### src/hw/rtl/stc_pkg.sv
// Shared constants, tables and types of the Taylor-series sine core.
// Used by every module of the block; depends on nothing else.
package stc_pkg;

    localparam int MAX_TERMS   = 12;
    localparam int FRAC_BITS   = 28;
    localparam int TBL_LAST    = 16;
    localparam int KW          = $clog2(MAX_TERMS + 1);
    localparam int TIW         = $clog2(TBL_LAST + 1);
    localparam int CAP_BITS    = 62;
    localparam int TERM_CW     = 4;

    localparam logic [TERM_CW-1:0] TERM_COUNT_RESET = 4'd6;
    localparam logic [63:0]        CAP_MAG          = 64'h3FFF_FFFF_FFFF_FFFF;
    localparam logic [64:0]        TWO_64           = 65'h1_0000_0000_0000_0000;

    // Divisor (2k-2)(2k-1) of term k, and floor(2^64 / divisor), for k >= 2; entries 0 and 1 are unused.
    localparam logic [9:0] DIV_TBL [0:TBL_LAST] = '{
        10'd1, 10'd1, 10'd6, 10'd20, 10'd42, 10'd72, 10'd110, 10'd156, 10'd210,
        10'd272, 10'd342, 10'd420, 10'd506, 10'd600, 10'd702, 10'd812, 10'd930
    };

    localparam logic [63:0] RECIP_TBL [0:TBL_LAST] = '{
        64'd0, 64'd0,
        64'(TWO_64 / 65'd6),   64'(TWO_64 / 65'd20),  64'(TWO_64 / 65'd42),
        64'(TWO_64 / 65'd72),  64'(TWO_64 / 65'd110), 64'(TWO_64 / 65'd156),
        64'(TWO_64 / 65'd210), 64'(TWO_64 / 65'd272), 64'(TWO_64 / 65'd342),
        64'(TWO_64 / 65'd420), 64'(TWO_64 / 65'd506), 64'(TWO_64 / 65'd600),
        64'(TWO_64 / 65'd702), 64'(TWO_64 / 65'd812), 64'(TWO_64 / 65'd930)
    };

    typedef struct packed {
        logic        start;
        logic [63:0] op_a;
        logic [63:0] op_b;
    } mul_req_t;

    typedef struct packed {
        logic         done;
        logic [127:0] product;
    } mul_rsp_t;

    typedef struct packed {
        logic               valid;
        logic signed [31:0] sine_value;
        logic               saturated;
    } stc_res_t;

endpackage

### src/hw/rtl/stc_if.sv
// Valid/ready channel interfaces for the angle input and the sine result.
// Stand-alone; no package is needed.
interface stc_angle_if;
    logic               valid;
    logic               ready;
    logic signed [31:0] angle;

    modport source (output valid, output angle, input ready);
    modport sink (input valid, input angle, output ready);
endinterface

interface stc_result_if;
    logic               valid;
    logic               ready;
    logic signed [31:0] sine_value;
    logic               saturated;

    modport source (output valid, output sine_value, output saturated, input ready);
    modport sink (input valid, input sine_value, input saturated, output ready);
endinterface

### src/hw/rtl/stc_mul.sv
// Shared 64 x 64 bit unsigned multiplier built from one 32 x 32 bit unit.
// Depends on stc_pkg for the request and response types.
module stc_mul
    import stc_pkg::*;
(
    input  logic     clk,
    input  logic     rst_n,
    input  mul_req_t req,
    output mul_rsp_t rsp
);

    logic [63:0]  a_reg;
    logic [63:0]  b_reg;
    logic [2:0]   cnt_reg;
    logic [63:0]  prod_reg;
    logic         pv_reg;
    logic [1:0]   psel_reg;
    logic [127:0] sum_reg;
    logic         done_reg;
    logic [31:0]  a_half;
    logic [31:0]  b_half;
    logic [127:0] prod_shifted;

    assign a_half = cnt_reg[0] ? a_reg[63:32] : a_reg[31:0];
    assign b_half = cnt_reg[1] ? b_reg[63:32] : b_reg[31:0];

    always_comb
    begin
        case (psel_reg)
            2'd0:    prod_shifted = {64'd0, prod_reg};
            2'd3:    prod_shifted = {prod_reg, 64'd0};
            default: prod_shifted = {32'd0, prod_reg, 32'd0};
        endcase
    end

    always_ff @(posedge clk or negedge rst_n)
    begin
        if (!rst_n)
        begin
            cnt_reg  <= 3'd4;
            pv_reg   <= 1'b0;
            done_reg <= 1'b0;
        end
        else
        begin
            done_reg <= pv_reg && (psel_reg == 2'd3);
            if (req.start)
            begin
                cnt_reg <= 3'd0;
                pv_reg  <= 1'b0;
            end
            else if (!cnt_reg[2])
            begin
                cnt_reg <= cnt_reg + 3'd1;
                pv_reg  <= 1'b1;
            end
            else
            begin
                pv_reg <= 1'b0;
            end
        end
    end

    always_ff @(posedge clk)
    begin
        if (req.start)
        begin
            a_reg   <= req.op_a;
            b_reg   <= req.op_b;
            sum_reg <= '0;
        end
        else
        begin
            if (!cnt_reg[2])
            begin
                prod_reg <= 64'(a_half) * 64'(b_half);
                psel_reg <= cnt_reg[1:0];
            end
            if (pv_reg)
            begin
                sum_reg <= sum_reg + prod_shifted;
            end
        end
    end

    assign rsp.done    = done_reg;
    assign rsp.product = sum_reg;

endmodule

### src/hw/rtl/stc_seq.sv
// Sequencer and term datapath of the Taylor-series sine core.
// Depends on stc_pkg and the angle channel interface; drives the shared multiplier.
module stc_seq
    import stc_pkg::*;
(
    input  logic                 clk,
    input  logic                 rst_n,
    stc_angle_if.sink            angle_ch,
    input  logic [TERM_CW-1:0]   term_count,
    output mul_req_t             mul_req,
    input  mul_rsp_t             mul_rsp,
    output stc_res_t             res,
    input  logic                 res_ready
);

    typedef enum logic [6:0] {
        S_IDLE = 7'b0000001,
        S_SQ   = 7'b0000010,
        S_MT   = 7'b0000100,
        S_MR   = 7'b0001000,
        S_MC   = 7'b0010000,
        S_ADD  = 7'b0100000,
        S_OUT  = 7'b1000000
    } seq_state_t;

    localparam logic signed [63:0] CAP_POS = CAP_MAG;
    localparam logic signed [63:0] CAP_NEG = -CAP_POS;
    localparam logic signed [63:0] I32_MAX = 64'sd2147483647;
    localparam logic signed [63:0] I32_MIN = -64'sd2147483648;

    seq_state_t         state_reg, state_next;
    logic [KW-1:0]      k_reg, k_next;
    logic [KW-1:0]      n_reg, n_next;
    logic               xneg_reg, xneg_next;
    logic [63:0]        a2_reg, a2_next;
    logic [63:0]        t_reg, t_next;
    logic [61:0]        r_reg, r_next;
    logic [61:0]        q_reg, q_next;
    logic signed [63:0] acc_reg, acc_next;
    logic               ovf_reg, ovf_next;
    logic               ovfneg_reg, ovfneg_next;

    logic [31:0]        mag_in;
    logic               neg_k;
    logic signed [63:0] acc_sum;
    logic [TIW-1:0]     tidx;
    logic [61:0]        rem;
    logic [61:0]        q0;
    logic [61:0]        r_new;

    assign mag_in = angle_ch.angle[31] ? 32'(-angle_ch.angle) : 32'(angle_ch.angle);
    assign neg_k  = xneg_reg ^ ~k_reg[0];
    assign tidx   = TIW'(k_reg);
    assign acc_sum = neg_k ? acc_reg - $signed(t_reg) : acc_reg + $signed(t_reg);
    assign rem    = r_reg - mul_rsp.product[61:0];
    assign q0     = mul_rsp.product[64 +: 62];
    assign r_new  = mul_rsp.product[FRAC_BITS +: 62];

    always_comb
    begin
        state_next  = state_reg;
        k_next      = k_reg;
        n_next      = n_reg;
        xneg_next   = xneg_reg;
        a2_next     = a2_reg;
        t_next      = t_reg;
        r_next      = r_reg;
        q_next      = q_reg;
        acc_next    = acc_reg;
        ovf_next    = ovf_reg;
        ovfneg_next = ovfneg_reg;
        mul_req     = '0;
        res         = '0;
        angle_ch.ready = 1'b0;

        unique case (state_reg)
            S_IDLE:
            begin
                angle_ch.ready = 1'b1;
                if (angle_ch.valid)
                begin
                    xneg_next   = angle_ch.angle[31];
                    t_next      = 64'(mag_in);
                    acc_next    = '0;
                    ovf_next    = 1'b0;
                    ovfneg_next = 1'b0;
                    k_next      = KW'(1);
                    n_next      = (5'(term_count) > 5'(MAX_TERMS)) ? KW'(MAX_TERMS)
                                                                  : KW'(term_count);
                    mul_req.start = 1'b1;
                    mul_req.op_a  = 64'(mag_in);
                    mul_req.op_b  = 64'(mag_in);
                    state_next    = S_SQ;
                end
            end
            S_SQ:
            begin
                if (mul_rsp.done)
                begin
                    a2_next    = 64'(mul_rsp.product >> FRAC_BITS);
                    state_next = (n_reg == '0) ? S_OUT : S_ADD;
                end
            end
            S_ADD:
            begin
                if (acc_sum > CAP_POS)
                begin
                    acc_next    = CAP_POS;
                    ovf_next    = 1'b1;
                    ovfneg_next = 1'b0;
                end
                else if (acc_sum < CAP_NEG)
                begin
                    acc_next    = CAP_NEG;
                    ovf_next    = 1'b1;
                    ovfneg_next = 1'b1;
                end
                else
                begin
                    acc_next = acc_sum;
                end
                if (k_reg == n_reg)
                begin
                    state_next = S_OUT;
                end
                else
                begin
                    k_next        = k_reg + KW'(1);
                    mul_req.start = 1'b1;
                    mul_req.op_a  = t_reg;
                    mul_req.op_b  = a2_reg;
                    state_next    = S_MT;
                end
            end
            S_MT:
            begin
                if (mul_rsp.done)
                begin
                    if ((mul_rsp.product >> (CAP_BITS + FRAC_BITS)) != '0)
                    begin
                        t_next      = CAP_MAG;
                        ovf_next    = 1'b1;
                        ovfneg_next = neg_k;
                        state_next  = S_ADD;
                    end
                    else
                    begin
                        r_next        = r_new;
                        mul_req.start = 1'b1;
                        mul_req.op_a  = 64'(r_new);
                        mul_req.op_b  = RECIP_TBL[tidx];
                        state_next    = S_MR;
                    end
                end
            end
            S_MR:
            begin
                if (mul_rsp.done)
                begin
                    q_next        = q0;
                    mul_req.start = 1'b1;
                    mul_req.op_a  = 64'(q0);
                    mul_req.op_b  = 64'(DIV_TBL[tidx]);
                    state_next    = S_MC;
                end
            end
            S_MC:
            begin
                if (mul_rsp.done)
                begin
                    t_next     = (rem >= 62'(DIV_TBL[tidx])) ? 64'(q_reg + 62'd1)
                                                             : 64'(q_reg);
                    state_next = S_ADD;
                end
            end
            S_OUT:
            begin
                res.valid = 1'b1;
                if (ovf_reg)
                begin
                    res.saturated  = 1'b1;
                    res.sine_value = ovfneg_reg ? 32'sh8000_0000 : 32'sh7FFF_FFFF;
                end
                else if (acc_reg > I32_MAX)
                begin
                    res.saturated  = 1'b1;
                    res.sine_value = 32'sh7FFF_FFFF;
                end
                else if (acc_reg < I32_MIN)
                begin
                    res.saturated  = 1'b1;
                    res.sine_value = 32'sh8000_0000;
                end
                else
                begin
                    res.sine_value = acc_reg[31:0];
                end
                if (res_ready)
                begin
                    state_next = S_IDLE;
                end
            end
            default:
            begin
                state_next = S_IDLE;
            end
        endcase
    end

    always_ff @(posedge clk or negedge rst_n)
    begin
        if (!rst_n)
        begin
            state_reg <= S_IDLE;
            k_reg     <= '0;
            n_reg     <= '0;
        end
        else
        begin
            state_reg <= state_next;
            k_reg     <= k_next;
            n_reg     <= n_next;
        end
    end

    always_ff @(posedge clk)
    begin
        xneg_reg   <= xneg_next;
        a2_reg     <= a2_next;
        t_reg      <= t_next;
        r_reg      <= r_next;
        q_reg      <= q_next;
        acc_reg    <= acc_next;
        ovf_reg    <= ovf_next;
        ovfneg_reg <= ovfneg_next;
    end

endmodule

### src/hw/rtl/sine_taylor_series_core.sv
// Top level of the Taylor-series sine core: term-count register, sequencer,
// shared multiplier and result register. Depends on stc_pkg, stc_if, stc_mul, stc_seq.

// Each transfer on angle_ch carries a signed Q3.28 angle; the core returns one
// transfer on result_ch holding the saturated Q3.28 partial Maclaurin sum and a
// flag that is set when the sum was clipped. The core works on one angle at a
// time and all arithmetic runs through a single 32 x 32 bit multiplier that builds
// each 64-bit product from four partial products, and a term that overflows
// skips the division by its divisor. A finished result waits in its own register,
// so the next angle may be taken while it is still unclaimed. The term count is
// sampled when an angle is accepted; values above twelve act as twelve.
module sine_taylor_series_core
    import stc_pkg::*;
(
    input  logic               clk,
    input  logic               rst_n,
    input  logic               cfg_we,
    input  logic [TERM_CW-1:0] cfg_wdata,
    stc_angle_if.sink          angle_ch,
    stc_result_if.source       result_ch
);

    logic [TERM_CW-1:0] term_count_reg;
    logic               out_valid_reg;
    logic signed [31:0] sine_value_reg;
    logic               saturated_reg;
    logic               res_ready;
    mul_req_t           mul_req;
    mul_rsp_t           mul_rsp;
    stc_res_t           seq_res;

    stc_mul u_mul (
        .clk   (clk),
        .rst_n (rst_n),
        .req   (mul_req),
        .rsp   (mul_rsp)
    );

    stc_seq u_seq (
        .clk        (clk),
        .rst_n      (rst_n),
        .angle_ch   (angle_ch),
        .term_count (term_count_reg),
        .mul_req    (mul_req),
        .mul_rsp    (mul_rsp),
        .res        (seq_res),
        .res_ready  (res_ready)
    );

    assign res_ready = !out_valid_reg || result_ch.ready;

    always_ff @(posedge clk or negedge rst_n)
    begin
        if (!rst_n)
        begin
            term_count_reg <= TERM_COUNT_RESET;
            out_valid_reg  <= 1'b0;
        end
        else
        begin
            if (cfg_we)
            begin
                term_count_reg <= cfg_wdata;
            end
            if (seq_res.valid && res_ready)
            begin
                out_valid_reg <= 1'b1;
            end
            else if (result_ch.ready)
            begin
                out_valid_reg <= 1'b0;
            end
        end
    end

    always_ff @(posedge clk)
    begin
        if (seq_res.valid && res_ready)
        begin
            sine_value_reg <= seq_res.sine_value;
            saturated_reg  <= seq_res.saturated;
        end
    end

    assign result_ch.valid      = out_valid_reg;
    assign result_ch.sine_value = sine_value_reg;
    assign result_ch.saturated  = saturated_reg;

    // Every multiplier answer follows a matching start.
    assert property (@(posedge clk) disable iff (!rst_n)
        mul_rsp.done |-> $past(mul_req.start, 6))
        else $error("multiplier result without a matching start");

    // No new product is started on the cycle after a start.
    assert property (@(posedge clk) disable iff (!rst_n)
        mul_req.start |=> !mul_req.start)
        else $error("multiplier restarted while busy");

    // The core is not ready for a new angle in the cycle after it accepts one.
    assert property (@(posedge clk) disable iff (!rst_n)
        (angle_ch.valid && angle_ch.ready) |=> !angle_ch.ready)
        else $error("angle accepted while a previous one is in work");

    // A result handed over by the sequencer is presented on the next cycle.
    assert property (@(posedge clk) disable iff (!rst_n)
        (seq_res.valid && res_ready) |=> out_valid_reg)
        else $error("result lost between sequencer and output register");

endmodule
### src/flat_wrapper.sv
// flat-port wrapper written by rule: the top's interface ports become plain ports
module sine_taylor_series_core_flat import stc_pkg::*;
  (clk, rst_n, cfg_we, cfg_wdata, angle_ch_valid, angle_ch_angle, angle_ch_ready, result_ch_valid, result_ch_sine_value, result_ch_saturated, result_ch_ready);
  stc_angle_if angle_ch_i ();
  stc_result_if result_ch_i ();
  input  logic clk;
  input  logic rst_n;
  input  logic cfg_we;
  input  logic [TERM_CW-1:0] cfg_wdata;
  input wire logic [$bits(angle_ch_i.valid)-1:0] angle_ch_valid;
  input wire logic [$bits(angle_ch_i.angle)-1:0] angle_ch_angle;
  output wire logic [$bits(angle_ch_i.ready)-1:0] angle_ch_ready;
  output wire logic [$bits(result_ch_i.valid)-1:0] result_ch_valid;
  output wire logic [$bits(result_ch_i.sine_value)-1:0] result_ch_sine_value;
  output wire logic [$bits(result_ch_i.saturated)-1:0] result_ch_saturated;
  input wire logic [$bits(result_ch_i.ready)-1:0] result_ch_ready;
  assign angle_ch_i.valid = angle_ch_valid;
  assign angle_ch_i.angle = angle_ch_angle;
  assign angle_ch_ready = angle_ch_i.ready;
  assign result_ch_valid = result_ch_i.valid;
  assign result_ch_sine_value = result_ch_i.sine_value;
  assign result_ch_saturated = result_ch_i.saturated;
  assign result_ch_i.ready = result_ch_ready;
  sine_taylor_series_core u_core (.clk(clk), .rst_n(rst_n), .cfg_we(cfg_we), .cfg_wdata(cfg_wdata), .angle_ch(angle_ch_i), .result_ch(result_ch_i));
endmodule
### config.mk
export PLATFORM = sky130hd
export DESIGN_NAME = sine_taylor_series_core_flat
export DESIGN_NICKNAME = d
export VERILOG_FILES = /design/src/hw/rtl/stc_pkg.sv /design/src/hw/rtl/stc_if.sv /design/src/hw/rtl/stc_mul.sv /design/src/hw/rtl/stc_seq.sv /design/src/hw/rtl/sine_taylor_series_core.sv /design/src/flat_wrapper.sv
export SDC_FILE = /design/constraint.sdc
export NUM_CORES = 2
export LEC_CHECK = 0
export BUFFER_PORTS_ARGS = -buffer_cell sky130_fd_sc_hd__buf_2
export CAP_MARGIN = 25
export CELL_PAD_IN_SITES_DETAIL_PLACEMENT = 1
export CELL_PAD_IN_SITES_GLOBAL_PLACEMENT = 2
export CORE_MARGIN = 10
export CORE_UTILIZATION = 38
export CTS_CLUSTER_DIAMETER = 40
export DETAILED_ROUTE_END_ITERATION = 8
export GPL_TIMING_DRIVEN = 1
export PLACE_DENSITY = 0.84
export SKIP_LAST_GASP = 1
export SLEW_MARGIN = 20
export SYNTH_ARGS = -nofsm -noshare
export SYNTH_HDL_FRONTEND = slang
export SYNTH_SLANG_ARGS = --single-unit
### constraint.sdc
create_clock -name clk -period 10.7 [get_ports clk]
set_input_delay 0.535 -clock clk [delete_from_list [all_inputs] [get_ports clk]]
set_output_delay 0.535 -clock clk [all_outputs]
set_load 0.05 [all_outputs]
After elaboration in Yosys (flattened, before gate mapping)
Memory sizes are Yosys's and may differ from the RTL's.
Cells that the tools add are included.
Widths: inputs -> output; s select.
Word-level totals
  bits in registers: 699
  ROM bits: 2368
  input bits: 41
  output and inout port bits: 35
  memories: 2
Memories
  (no name shown): words 32, bits a word 64, read ports 1, clocked after Yosys merged registers in 0, write ports 0, RTL line stc_seq.sv:151  | mul_req.op_b = RECIP_TBL[tidx];
  (no name shown): words 32, bits a word 10, read ports 1, clocked after Yosys merged registers in 0, write ports 0, RTL line stc_seq.sv:171  | t_next = (rem >= 62'(DIV_TBL[tidx])) ? 64'(q_reg + 62'd1)
Cells by class
  add/subtract/negate cells: 8
  multiply operators: 1
  order comparisons: 7
  equal/unequal tests: 19
  multiplexer cells: 62
  bitwise gates (word level): 6
  reduce and logical (&&, ||, !) cells: 21
Operators with widths (count)
  $mux 129: 5
  $mux 64: 10
  $pmux 129 s4: 1
  $pmux 128 s2: 1
  $pmux 64 s3: 1
  $mux 32: 5
  $add 128x128->128: 1
  $pmux 64 s2: 1
  $reduce_bool 128->1: 1
  $mux 33: 2
  $add 64x64->64: 1
  $gt 64x32->1 const B: 1
  $gt 64x63->1 const B: 1
  $lt 64x32->1 const B: 1
  $lt 64x63->1 const B: 1
  $mul 32x32->64: 1
  $sub 64x64->64: 1
  $add 62x1->63 const B: 1
  $mux 63: 1
  $ge 62x10->1: 1
  $sub 62x62->62: 1
  $mux 7: 8
  $pmux 7 s7: 1
  $mux 34: 1
  38 further kinds: 75

Depth between registers and ports, before layout
  depth after elaboration: 9
  mapped depth: 38
  mapped depth without buffers: 34

By module
Synthesis repeated with hierarchy kept, for this count alone.
Second synthesis, totals
  cell total of the unflattened synthesis: 9129
  area, all modules: 81001.4 um2
By module, submodules not included
  stc_mul: times used 1, cells each 5997, area each 53089.7 um2, seq. area each 8514.4 um2
  stc_seq: times used 1, cells each 3087, area each 26729.4 um2, seq. area each 9925.8 um2
  sine_taylor_series_core: times used 1, cells each 45, area each 1182.4 um2, seq. area each 1118.6 um2

Least setup slack after synthesis
OpenSTA, ideal clock, no wires.
  path kind: flip-flop to flip-flop
  start point: reg u_core.u_seq.state_reg[1]
  end point: reg u_core.u_mul.prod_reg[0], enable pin
  arrival: 9602 ps
  slack: 114 ps
  stages on the path, launching flop included: 12
  buffers on the path: 3
  clock period less this slack: 10586 ps
  cells stage by stage: dfrtp_1 -> nor3_1 -> nor3b_1 -> and3b_1 -> clkbuf_1 -> nand3_1 -> inv_1 -> nor4_1 -> inv_1 -> clkbuf_1 -> clkbuf_1 -> nor2_1
RTL lines
  from (decl): RTL line stc_seq.sv:31  | seq_state_t state_reg, state_next;
  from (signal assigned): RTL line stc_seq.sv:220  | state_reg <= state_next;
  to (signal assigned): RTL line stc_mul.sv:76  | prod_reg <= 64'(a_half) * 64'(b_half);
  to (decl): RTL line stc_mul.sv:15  | logic [63:0] prod_reg;

Final worst setup path
  start point: reg u_core.u_mul.cnt_reg[0]
  end point: reg u_core.u_mul.prod_reg[53] (data pin)
Between the ends
  cells in the longest elaborated chain, start to end: 2
RTL lines
  from (decl): RTL line stc_mul.sv:14  | logic [2:0] cnt_reg;
  from (signal assigned): RTL line stc_mul.sv:54  | cnt_reg <= cnt_reg + 3'd1;
  $mux 32: RTL line stc_mul.sv:24  | assign a_half = cnt_reg[0] ? a_reg[63:32] : a_reg[31:0];
  $mul 32x32->64: RTL line stc_mul.sv:76
Every way passes these cells.
A chain may end at the register's enable or synchronous reset.

==> impl_metrics.json <==
{
  "mostFrequentLayoutCells": "inv_1, nor2_1, nand2_1",
  "slew_viol_final": 0,
  "slowest_delay_ns": 0.59,
  "synth_cell_types": 103,
  "hp-start": "cfg_we",
  "synth_seq_cells": 697,
  "synthCells": 8899,
  "final-hold-violation-count": 0,
  "yosysWarnings": 0,
  "synthToLayoutAreaGrowth_pct": 11.96,
  "r2r-end": "u_core.u_mul.prod_reg[53]$_DFFE_PP_",
  "hold_class": "in -> reg",
  "die_w_um": 479.1,
  "antenna_found_initial": 27,
  "fin_util_pct": 42.78,
  "cts_buffers": 130,
  "synth_area_sq_um": 80080,
  "cts_tree": "built",
  "relSlewSlack_pct": 16.82,
  "max_freq_mhz": 95.47,
  "gp_congestion": 1.029,
  "reg2regPathDepth": 31,
  "io_buffer_count": 75,
  "drt-wirelength-per-cell_um": 31.64,
  "violations": "DRC",
  "syn_area_per_cell_sq_um": 8.999,
  "holdWs_ns": 0.1080,
  "finalNetCount": 10390,
  "r2r_start": "u_core.u_mul.cnt_reg[0]$_DFFE_PN0P_",
  "ys_seq_area_share_pct": 24.39,
  "outcome": "complete, but fails checks",
  "whs_path_depth": 2,
  "drt_iter0_drc": 7641,
  "dieArea_sq_um": 229500,
  "via_count": 70620,
  "root_buffer": "clkbuf_16",
  "grt_usage_pct": 31.87,
  "largest_reg_flops": 128,
  "core_area_sq_um": 209600,
  "die_h_um": 479.1,
  "final_common_cell": "inv_1",
  "first_pass_iters": 9,
  "fill_cells": 24050,
  "synth-edff-count": 544,
  "drive_above_1_share_pct": 8.346,
  "wirelength_um": 374300,
  "fp-row-count": 168,
  "setup.worst_path.start": "u_core.u_mul.cnt_reg[0]$_DFFE_PN0P_",
  "ys_async_sr_fraction_pct": 3.587,
  "critPathCaptureType": "flip-flop",
  "overflow": 0,
  "clock_latency_ns": 0.81,
  "drc_errors": 21,
  "critical_path.slowest_cell": "fa_1",
  "skew_ns": 0.06090,
  "grt_pass1_wl_um": 535500,
  "grt_max_degree": 134,
  "fin_crit_sh_pct": 97.90,
  "critPathMaxFanout": 20,
  "ant_nets": 0,
  "clk_path_buf_depth": 3,
  "initial_utilization_pct": 38.21,
  "critPathLaunchType": "flip-flop",
  "setup_viol": 0,
  "worstMarginPinSlew_ns": 1.239,
  "via_per_inst": 5.968,
  "required_ns": 11.20,
  "syn_nets": 10390,
  "fin_crit_ns": 10.47,
  "clkSlewWorstSetupHoldPaths_ns": 0.05,
  "critPathKind": "reg -> reg",
  "io_pins": 76,
  "h-tree-depth": 4,
  "hpwlAfterDp_um": 295800,
  "grt_pass1_vias": 74070,
  "arrival_ns": 10.98,
  "cap_violations": 0,
  "cts_sinks": 697,
  "cpMostUsedCell": "fa_1",
  "yosys_most_used_dff": "edfxtp_1",
  "hold_end": "u_core.term_count_reg[1]$_DFFE_PN1P_",
  "r2r_setup_slack_ns": 0.23
}
==> repair_timing <==
action                                  4_1_cts  5_1_grt
hold buffers                                  5        0
endpoints found under the hold margin        25        0
endpoints found under the setup margin        0        6
setup buffers                                 0       10
gates resized for setup                       0        5
==> area by class of cell <==
class                      instances  area (sq um)  area share (%)
multi-input combinational       6617         54930           61.27
clock buffer                     147          3398           3.790
timing repair buffer             334          2681           2.991
sequential                       697         19540           21.80
clock inverter                    91          1319           1.471
antenna                           17         42.54         0.04745
tap                             2805          3510           3.915
inverter                        1124          4232           4.720
==> cell usage after synthesis (all sizes together) (56+ instances only) <==
library cell,n,share of area (%)
xor2,173,1.9
a222oi,62,0.77
nor2b,56,0.44
nor3,80,0.51
nor4,66,0.54
clkbuf,407,1.9
ha,549,8.6
o21ai,397,2.5
nand2b,83,0.65
and2,98,0.77
dfxtp,128,3.2
edfxtp,544,20
a21oi,535,3.3
nor2,1026,4.8
mux2i,159,2.0
inv,1122,5.3
mux2,68,0.96
nand2,942,4.4
a21o,215,2.0
nand3,115,0.72
nand4,110,0.86
xnor2,250,2.7
fa,899,22
==> cell families after synthesis <==
| kind of cell | synth area share (%) |
|---|---|
| xor gates and xnor gates | 4.636 |
| buffers and inverters | 7.497 |
| muxes | 2.944 |
| adders and majority gates | 31.05 |
| AOI/OAI and AO/OA | 14.09 |
| and+or+nand+nor | 15.39 |
| DFF | 24.39 |
==> worst max-delay path, delay by kind of cell (launching register included) <==
kind                       cells  cell delay [ns]
muxes                          1             0.26
AOI/OAI and AO/OA              7             1.92
buffers and inverters          7             0.98
xor gates and xnor gates       1             0.53
DFF                            1             0.55
adders and majority gates      9             4.63
and+or+nand+nor                6             1.27
==> worst max-delay path by stage <==
stage | depth (start not counted) | slack, ns | endpoint
floorplan | 11 | 0.11 | u_core.u_mul.prod_reg[0]$_DFFE_PP_
global placement | 35 | 0.25 | u_core.u_mul.prod_reg[62]$_DFFE_PP_
detailed placement | 34 | 0.11 | u_core.u_mul.prod_reg[62]$_DFFE_PP_
CTS | 34 | 0.01 | u_core.u_mul.prod_reg[62]$_DFFE_PP_
global route | 36 | -0.09 | u_core.u_mul.prod_reg[62]$_DFFE_PP_
finish | 31 | 0.23 | u_core.u_mul.prod_reg[53]$_DFFE_PP_
==> per-stage QoR <==
stage	cells	TNS (ns)	worst slack, ns	instance area [sq um]
6_report	11830	0	0.2251	89660
5_1_grt	11820	-0.08840	-0.08840	89620
4_1_cts	11800	0	0.01338	89330
3_5_place_dp	11560	0	0.1055	84560
3_3_place_gp	11550	0	0.2495	84460
2_1_floorplan	8899	0	0.1143	80080
==> routing by layer <==
layer | track usage (%) | up-vias | share of wire, %
met3 | 7.658 | 905 | 9.6
met2 | 49.01 | 3580 | 44
met5 | 0 | - | 0.026
met4 | 21.11 | 12 | 8.0
li1 | - | 30030 | -
met1 | 39.81 | 36090 | 38
Power is left out: the tool's default activity adds up to more than one toggle a clock period on the data nets, which glitch-free logic cannot reach.
